==> config.mk <==
export PLATFORM = sky130hd
export DESIGN_NAME = rgba_alpha_blend_pixel
export DESIGN_NICKNAME = d
export VERILOG_FILES = /design/src/hw/rtl/rab_pkg.sv /design/src/hw/rtl/rab_coef.sv /design/src/hw/rtl/rab_lane.sv /design/src/hw/rtl/rgba_alpha_blend_pixel.sv
export SDC_FILE = /design/constraint.sdc
export NUM_CORES = 2
export LEC_CHECK = 0
export BUFFER_PORTS_ARGS = -buffer_cell sky130_fd_sc_hd__clkbuf_2
export CAP_MARGIN = 30
export CORE_ASPECT_RATIO = 1.2
export CORE_MARGIN = 3
export CORE_UTILIZATION = 35
export CTS_CLUSTER_SIZE = 12
export DETAILED_ROUTE_END_ITERATION = 16
export GPL_TIMING_DRIVEN = 0
export PLACE_DENSITY = 0.56
export SETUP_SLACK_MARGIN = 0.3
export SYNTH_ARGS = -nofsm -noshare
export SYNTH_HDL_FRONTEND = slang
export SYNTH_SLANG_ARGS = --single-unit
==> constraint.sdc <==
create_clock -name clk_i -period 11.68 [get_ports clk_i]
set_clock_uncertainty 0.15 [all_clocks]
set_input_delay 2.92 -clock clk_i [delete_from_list [all_inputs] [get_ports clk_i]]
set_output_delay 2.92 -clock clk_i [all_outputs]
set_load 0.005 [all_outputs]
==> src/hw/rtl/rab_pkg.sv <==
// Shared types and constants for the RGBA alpha blend pixel block.
// Used by rab_coef, rab_lane and rgba_alpha_blend_pixel.
`default_nettype none

package rab_pkg;

  // Channel width and the full-scale channel value
  localparam int unsigned ChanW = 8;
  localparam int unsigned FullVal = 255;

  // Width of weight products (8 x 8 bits) and lane sums (fits 255 * 65025)
  localparam int unsigned WeightW = 16;
  localparam int unsigned NumW = 24;

  // Reciprocal of 65025: floor(x * DivSqMul / 2^DivSqShift) is exact for x < 2^24
  localparam int unsigned DivSqMulW = 25;
  localparam logic [DivSqMulW-1:0] DivSqMul = 25'd16909061;
  localparam int unsigned DivSqShift = 40;

  // Reciprocal of 255: floor(x * DivMul / 2^DivShift) is exact for x <= 65025
  localparam int unsigned DivMulW = 17;
  localparam logic [DivMulW-1:0] DivMul = 17'd65794;
  localparam int unsigned DivShift = 24;

  // Register load enables of the three pipeline stages
  typedef struct packed {
    logic ld_in;
    logic ld_num;
    logic ld_out;
  } stage_ctl_t;

endpackage

`default_nettype wire

==> src/hw/rtl/rab_coef.sv <==
// Weight and alpha path: source and destination weights, combined alpha.
// Depends on rab_pkg for widths, reciprocal constants and stage_ctl_t.
`default_nettype none

module rab_coef (
  input  wire                          clk_i,
  input  rab_pkg::stage_ctl_t          ctl_i,
  input  wire  [rab_pkg::ChanW-1:0]    src_alpha_i,
  input  wire  [rab_pkg::ChanW-1:0]    dst_alpha_i,
  output logic [rab_pkg::WeightW-1:0]  src_wt_o,
  output logic [rab_pkg::WeightW-1:0]  dst_wt_o,
  output logic [rab_pkg::ChanW-1:0]    alpha_o
);

  localparam int unsigned ProdW = rab_pkg::WeightW + rab_pkg::DivMulW;

  logic [rab_pkg::ChanW-1:0]   inv_sa;
  logic [rab_pkg::WeightW-1:0] src_wt_d, src_wt_q;
  logic [rab_pkg::WeightW-1:0] dst_wt_d, dst_wt_q;
  logic [rab_pkg::ChanW-1:0]   sa_q;
  logic [ProdW-1:0]            dst_prod;
  logic [rab_pkg::ChanW:0]     alpha_sum;
  logic [rab_pkg::ChanW-1:0]   alpha_d, alpha2_q, alpha3_q;

  // Weights: sa*255 for the source, da*(255-sa) for the destination
  always_comb begin
    inv_sa   = rab_pkg::ChanW'(rab_pkg::FullVal) - src_alpha_i;
    src_wt_d = rab_pkg::WeightW'(src_alpha_i) * rab_pkg::WeightW'(rab_pkg::FullVal);
    dst_wt_d = rab_pkg::WeightW'(dst_alpha_i) * rab_pkg::WeightW'(inv_sa);
  end

  always_ff @(posedge clk_i) begin
    if (ctl_i.ld_in) begin
      src_wt_q <= src_wt_d;
      dst_wt_q <= dst_wt_d;
      sa_q     <= src_alpha_i;
    end
  end

  // Alpha: sa + floor(da*(255-sa)/255) via reciprocal multiply
  always_comb begin
    dst_prod  = ProdW'(dst_wt_q) * ProdW'(rab_pkg::DivMul);
    alpha_sum = {1'b0, sa_q}
              + {1'b0, dst_prod[rab_pkg::DivShift +: rab_pkg::ChanW]};
    alpha_d   = alpha_sum[rab_pkg::ChanW-1:0];
  end

  // Carry alpha alongside the colour lanes
  always_ff @(posedge clk_i) begin
    if (ctl_i.ld_num) begin
      alpha2_q <= alpha_d;
    end
    if (ctl_i.ld_out) begin
      alpha3_q <= alpha2_q;
    end
  end

  assign src_wt_o = src_wt_q;
  assign dst_wt_o = dst_wt_q;
  assign alpha_o  = alpha3_q;

endmodule

`default_nettype wire

==> src/hw/rtl/rab_lane.sv <==
// One colour lane: weighted sum of source and destination, then divide by 65025.
// Depends on rab_pkg for widths, reciprocal constants and stage_ctl_t.
`default_nettype none

module rab_lane (
  input  wire                          clk_i,
  input  rab_pkg::stage_ctl_t          ctl_i,
  input  wire  [rab_pkg::ChanW-1:0]    src_i,
  input  wire  [rab_pkg::ChanW-1:0]    dst_i,
  input  wire  [rab_pkg::WeightW-1:0]  src_wt_i,
  input  wire  [rab_pkg::WeightW-1:0]  dst_wt_i,
  output logic [rab_pkg::ChanW-1:0]    chan_o
);

  localparam int unsigned SumW  = rab_pkg::NumW + 1;
  localparam int unsigned ProdW = rab_pkg::NumW + rab_pkg::DivSqMulW;

  logic [rab_pkg::ChanW-1:0] src_q, dst_q;
  logic [SumW-1:0]           sum;
  logic [rab_pkg::NumW-1:0]  num_d, num_q;
  logic [ProdW-1:0]          quo_prod;
  logic [rab_pkg::ChanW-1:0] chan_d, chan_q;

  // Hold the channel pair while the weights are formed
  always_ff @(posedge clk_i) begin
    if (ctl_i.ld_in) begin
      src_q <= src_i;
      dst_q <= dst_i;
    end
  end

  // Weighted sum, at most 255 * 65025 so it fits the lane width
  always_comb begin
    sum   = SumW'(SumW'(src_q) * SumW'(src_wt_i)) + SumW'(SumW'(dst_q) * SumW'(dst_wt_i));
    num_d = sum[rab_pkg::NumW-1:0];
  end

  always_ff @(posedge clk_i) begin
    if (ctl_i.ld_num) begin
      num_q <= num_d;
    end
  end

  // Divide by 65025 through the reciprocal; the quotient never exceeds 255
  always_comb begin
    quo_prod = ProdW'(num_q) * ProdW'(rab_pkg::DivSqMul);
    chan_d   = quo_prod[rab_pkg::DivSqShift +: rab_pkg::ChanW];
  end

  always_ff @(posedge clk_i) begin
    if (ctl_i.ld_out) begin
      chan_q <= chan_d;
    end
  end

  assign chan_o = chan_q;

endmodule

`default_nettype wire

==> src/hw/rtl/rgba_alpha_blend_pixel.sv <==
// RGBA alpha blend of one source pixel over one destination pixel.
// Depends on rab_pkg, rab_coef and rab_lane.
//
// Usage:
//   Input channel: in_valid_i / in_stall_o with the source and destination
//   BGRA bytes. Output channel: out_valid_o / out_stall_i with the blended
//   BGRA bytes. A beat moves when valid is high and stall is low.
//   Throughput: one pixel per cycle unless out_stall_i holds the pipeline.
//   Three colour lanes and the alpha path run side by side in a three-stage
//   pipeline (weights, weighted sum, reciprocal divide), so every stage holds
//   its own pixel. A result is offered once it has passed the input, sum and
//   output registers in that order.
//   Each stage advances when its successor is empty or moving, so a stalled
//   receiver freezes the output register and the pipeline fills behind it;
//   in_stall_o rises only once all three stages hold pixels.
//   Reset clears the stage valid bits; the pipeline comes up empty and ready.
`default_nettype none

module rgba_alpha_blend_pixel (
  input  wire                        clk_i,
  input  wire                        rst_ni,
  input  wire                        in_valid_i,
  output logic                       in_stall_o,
  input  wire  [rab_pkg::ChanW-1:0]  src_blue_i,
  input  wire  [rab_pkg::ChanW-1:0]  src_green_i,
  input  wire  [rab_pkg::ChanW-1:0]  src_red_i,
  input  wire  [rab_pkg::ChanW-1:0]  src_alpha_i,
  input  wire  [rab_pkg::ChanW-1:0]  dst_blue_i,
  input  wire  [rab_pkg::ChanW-1:0]  dst_green_i,
  input  wire  [rab_pkg::ChanW-1:0]  dst_red_i,
  input  wire  [rab_pkg::ChanW-1:0]  dst_alpha_i,
  output logic                       out_valid_o,
  input  wire                        out_stall_i,
  output logic [rab_pkg::ChanW-1:0]  out_blue_o,
  output logic [rab_pkg::ChanW-1:0]  out_green_o,
  output logic [rab_pkg::ChanW-1:0]  out_red_o,
  output logic [rab_pkg::ChanW-1:0]  out_alpha_o
);

  logic                        v1_q, v2_q, v3_q;
  logic                        v1_d, v2_d, v3_d;
  logic                        adv1, adv2, adv3;
  rab_pkg::stage_ctl_t         ctl;
  logic [rab_pkg::WeightW-1:0] src_wt, dst_wt;

  // Stage advance: move when the next stage is empty or moving
  always_comb begin
    adv3 = !v3_q || !out_stall_i;
    adv2 = !v2_q || adv3;
    adv1 = !v1_q || adv2;
    ctl.ld_in  = adv1 && in_valid_i;
    ctl.ld_num = adv2 && v1_q;
    ctl.ld_out = adv3 && v2_q;
    v1_d = adv1 ? in_valid_i : v1_q;
    v2_d = adv2 ? v1_q : v2_q;
    v3_d = adv3 ? v2_q : v3_q;
  end

  always_ff @(posedge clk_i or negedge rst_ni) begin
    if (!rst_ni) begin
      v1_q <= 1'b0;
      v2_q <= 1'b0;
      v3_q <= 1'b0;
    end else begin
      v1_q <= v1_d;
      v2_q <= v2_d;
      v3_q <= v3_d;
    end
  end

  // Weights and combined alpha
  rab_coef u_coef (
    .clk_i       (clk_i),
    .ctl_i       (ctl),
    .src_alpha_i (src_alpha_i),
    .dst_alpha_i (dst_alpha_i),
    .src_wt_o    (src_wt),
    .dst_wt_o    (dst_wt),
    .alpha_o     (out_alpha_o)
  );

  // Colour lanes
  rab_lane u_lane_blue (
    .clk_i    (clk_i),
    .ctl_i    (ctl),
    .src_i    (src_blue_i),
    .dst_i    (dst_blue_i),
    .src_wt_i (src_wt),
    .dst_wt_i (dst_wt),
    .chan_o   (out_blue_o)
  );

  rab_lane u_lane_green (
    .clk_i    (clk_i),
    .ctl_i    (ctl),
    .src_i    (src_green_i),
    .dst_i    (dst_green_i),
    .src_wt_i (src_wt),
    .dst_wt_i (dst_wt),
    .chan_o   (out_green_o)
  );

  rab_lane u_lane_red (
    .clk_i    (clk_i),
    .ctl_i    (ctl),
    .src_i    (src_red_i),
    .dst_i    (dst_red_i),
    .src_wt_i (src_wt),
    .dst_wt_i (dst_wt),
    .chan_o   (out_red_o)
  );

  assign in_stall_o  = !adv1;
  assign out_valid_o = v3_q;

endmodule

`default_nettype wire

==> flow_metrics.py <==
metrics = {
    "final_layout": {
        "fin_area_um2": 53800,
        "finish.net_count": 7043,
        "post-route-util_pct": 38.1,
        "layout_overhead_on_the_synthesized_area_pct": 7.95,
        "final_layout_size_suffix_gt1_share_pct": 3.38,
        "area.sequential_um2": 6050,
        "layout_commonest_cell": "inv_1",
        "final_cell_mix": "inv_1, ha_1, fa_1",
        "fillerInstances": 14200,
        "multi_input_comb_area_um2": 39000,
    },
    "worst_hold_path": {
        "timing.hold.worst.class": "reg -> reg",
    },
    "cts": {
        "cts_sinks": 202,
        "hold_buffers": 0,
        "worst_case_clock_buffer_depth": 3,
        "cts-root-buf": "clkbuf_16",
        "h_tree_levels": 1,
        "cts_setup_buffers": 0,
        "tritoncts": "yes",
        "cts_made_buffers": 29,
        "clk_latency_ns": 0.64,
        "post_cts.resized_instances": 0,
        "worst_setup_hold_path_clk_slew_ns": 0.07,
    },
    "placement": {
        "gp_congestion": 0.912,
        "placement.io_buffers": 101,
        "post_dp_cell_area_um2": 52900,
        "hpwlAfterDp_um": 110000,
    },
    "global_route": {
        "grt_first_pass_wirelength_um": 206000,
        "gr-usage-all-layers_pct": 18.3,
        "grt.met2_usage_pct": 32.0,
        "grt.met1_usage_pct": 22.9,
        "grt_max_degree": 63,
        "gr_ovfl_total": 0,
        "global_route.peak_usage_layer": "met2",
        "first_global_vias": 37400,
        "global_route.usage.met3_pct": 2.35,
        "grt_antenna_before_repair": 7,
    },
    "setup_path": {
        "timing.critical_path.mode_cell": "fa_1",
        "critical_path_sink_type": "register",
        "crit_arrival_ns": 7.76,
        "critPathMaxFanout": 10,
        "crit_path_start_kind": "register",
        "crit_slowest_cell": "edfxtp_1",
        "cp_top_family": "adder cells",
        "critPathBufInv": 4,
        "setup.worst_path.class": "reg -> reg",
        "cp_slowest_stage_delay_ns": 0.85,
        "path_cells": "clkbuf_1 -> nand2_1 -> fa_1 -> fa_1 -> fa_1 -> inv_1 -> fa_1 -> fa_1 -> inv_1 -> fa_1 -> inv_1 -> ha_1 -> o21ai_0 -> a21oi_1 -> a41oi_1 -> a21oi_1 -> o221ai_1 -> o21ai_1 -> mux2i_1 -> o2111ai_1",
        "worst-endpoint-required_ns": 11.89,
    },
    "die": {
        "placement_rows": 151,
        "core-area_um2": 141000,
        "die_area_um2": 147000,
        "die_w_um": 350,
        "num_io_pins": 102,
        "die_height_um": 419,
        "initial_core_util_pct": 35.3,
    },
    "yosys": {
        "yosysSeqAreaShare_pct": 12.1,
        "yosys_most_used_dff": "edfxtp_1",
        "synth_edf_count": 199,
        "postSynthRegisterBits": 202,
        "mappedNetlistNets": 6898,
        "synthArstFlopShare_pct": 1.49,
        "synthesis.area_um2": 49800,
        "synth.lib_cells_used.distinct": 66,
        "syn_area_per_cell_um2": 10.1,
        "ys_warn_count": 0,
        "netlist_instances": 4953,
    },
    "timing": {
        "fin_setup_tns_ns": 0,
        "setup_violations": 0,
        "finalHoldViolations": 0,
        "max_slew.worst_pin.slew_ns": 1.02,
        "maxSlewViolCount": 0,
        "post-route-min-period_ns": 7.55,
        "grt_setup_unrepaired": "false",
        "relSlewSlack_pct": 32.3,
        "fin_worst_hold_slack_ns": 0.259,
        "max_freq_mhz": 133,
        "final_min_period_over_clock_period_pct": 64.6,
    },
    "drt": {
        "drt-wirelength-per-cell_um": 18.6,
        "remaining_drc_errors": 0,
        "routed_wirelength_um": 129000,
        "drt-pass1-iter-count": 5,
        "vias": 34000,
        "detail-route-antenna-nets": 0,
        "via_per_inst": 4.89,
        "drt-initial-drc-count": 1633,
    },
    "run": {
        "max_cap_viols": 0,
    },
    "status": {
        "outcome": "complete, no violations",
    },
}
[flip-flops by register name, summed over array words and instances (netlist names)]
register	flops
u_lane_red.num_q	24
u_lane_blue.num_q	24
out_valid_o	1
u_lane_blue.src_q	8
u_coef.src_wt_o	15
u_coef.alpha2_q	8
u_lane_blue.dst_q	8
u_coef.alpha_o	8
u_lane_green.num_q	24
u_lane_red.src_q	8
u_lane_blue.chan_o	8
u_lane_green.src_q	8
u_coef.dst_wt_o	16
v2_q	1
u_lane_red.chan_o	8
u_lane_green.dst_q	8
v1_q	1
u_lane_red.dst_q	8
u_coef.sa_q	8
u_lane_green.chan_o	8
[cells in the mapped netlist, drive strengths merged (5+ instances only)]
library cell | count | area share, %
nand2b | 22 | 0.28
nand4 | 19 | 0.25
xor2 | 32 | 0.56
clkbuf | 117 | 0.88
o221ai | 5 | 0.088
nor2b | 49 | 0.62
a2111oi | 6 | 0.13
and2 | 363 | 4.6
nand2 | 487 | 3.7
nor3 | 25 | 0.25
o211ai | 13 | 0.21
edfxtp | 199 | 12
fa | 871 | 35
a21boi | 6 | 0.090
a211o | 9 | 0.16
o21bai | 12 | 0.18
inv | 1160 | 8.7
a211oi | 13 | 0.20
o2111ai | 10 | 0.18
or3 | 10 | 0.13
a21oi | 100 | 1.0
xnor2 | 87 | 1.5
ha | 1006 | 25
nor2 | 83 | 0.63
o21a | 14 | 0.21
a21o | 56 | 0.84
and3 | 18 | 0.23
nor4 | 5 | 0.063
a31oi | 10 | 0.13
o21ai | 64 | 0.64
nand3 | 31 | 0.31
[worst reg2reg max path, delay by kind of cell, from the launching register on]
family / cells / cell delay [ns]
and+or+nand+nor: 1 / 0.20
muxes: 1 / 0.22
AOI/OAI and AO/OA: 7 / 1.59
adders and majority gates: 7 / 3.36
buffers and inverters: 4 / 0.92
DFF: 1 / 0.85
[final cells by class]
class,count,share of cell area [%]
Clock buffer,32,1.37
Tap cell,1836,4.27
Buffer,118,0.823
Clock inverter,20,0.319
Inverter,1160,8.09
Antenna cell,2,0.00930
Sequential cell,202,11.2
Multi-Input combinational cell,3473,72.5
Timing Repair Buffer,114,1.37
[cell families after synthesis]
group	share of synthesized area [%]
DFF	12.1
muxes	0.0603
xor gates and xnor gates	2.09
adders and majority gates	60.2
and+or+nand+nor	11.2
AOI/OAI and AO/OA	4.68
buffers and inverters	9.63
[final timing paths]
path | depth (start not counted) | to | startpoint | slack (ns)
setup / recovery | 20 | u_lane_red.num_q[21]$_DFFE_PP_ | u_coef.src_wt_o[2]$_DFFE_PP_ | 4.13
hold / removal | 0 | u_coef.alpha_o[4]$_DFFE_PP_ | u_coef.alpha2_q[4]$_DFFE_PP_ | 0.26
setup reg to reg | 20 | u_lane_red.num_q[21]$_DFFE_PP_ | u_coef.src_wt_o[2]$_DFFE_PP_ | 4.13
hold reg to reg | 0 | u_coef.alpha_o[4]$_DFFE_PP_ | u_coef.alpha2_q[4]$_DFFE_PP_ | 0.26
max in group asynchronous | 1 | out_valid_o$_DFFE_PN0P_ | rst_ni | 9.34
min in group asynchronous | 1 | v1_q$_DFFE_PN0N_ | rst_ni | 1.93
[metal layers]
metal / up-vias / wire (um)
li1: 15800 / -
met3: 201 / 6620
met4: 0 / 5650
met2: 776 / 63800
met5: - / 0
met1: 17200 / 53100
[metrics by stage]
stage | cells | worst slack (ns)
after detailed placement | 6903 | 4.02
final | 6957 | 4.13
after CTS | 6955 | 4.18
after floorplan | 4953 | 4.78
after global placement | 6890 | 1.89
after global routing | 6956 | 3.73
Power is left out: the tool's default activity adds up to more than one toggle a clock period on the data nets, which glitch-free logic cannot reach.
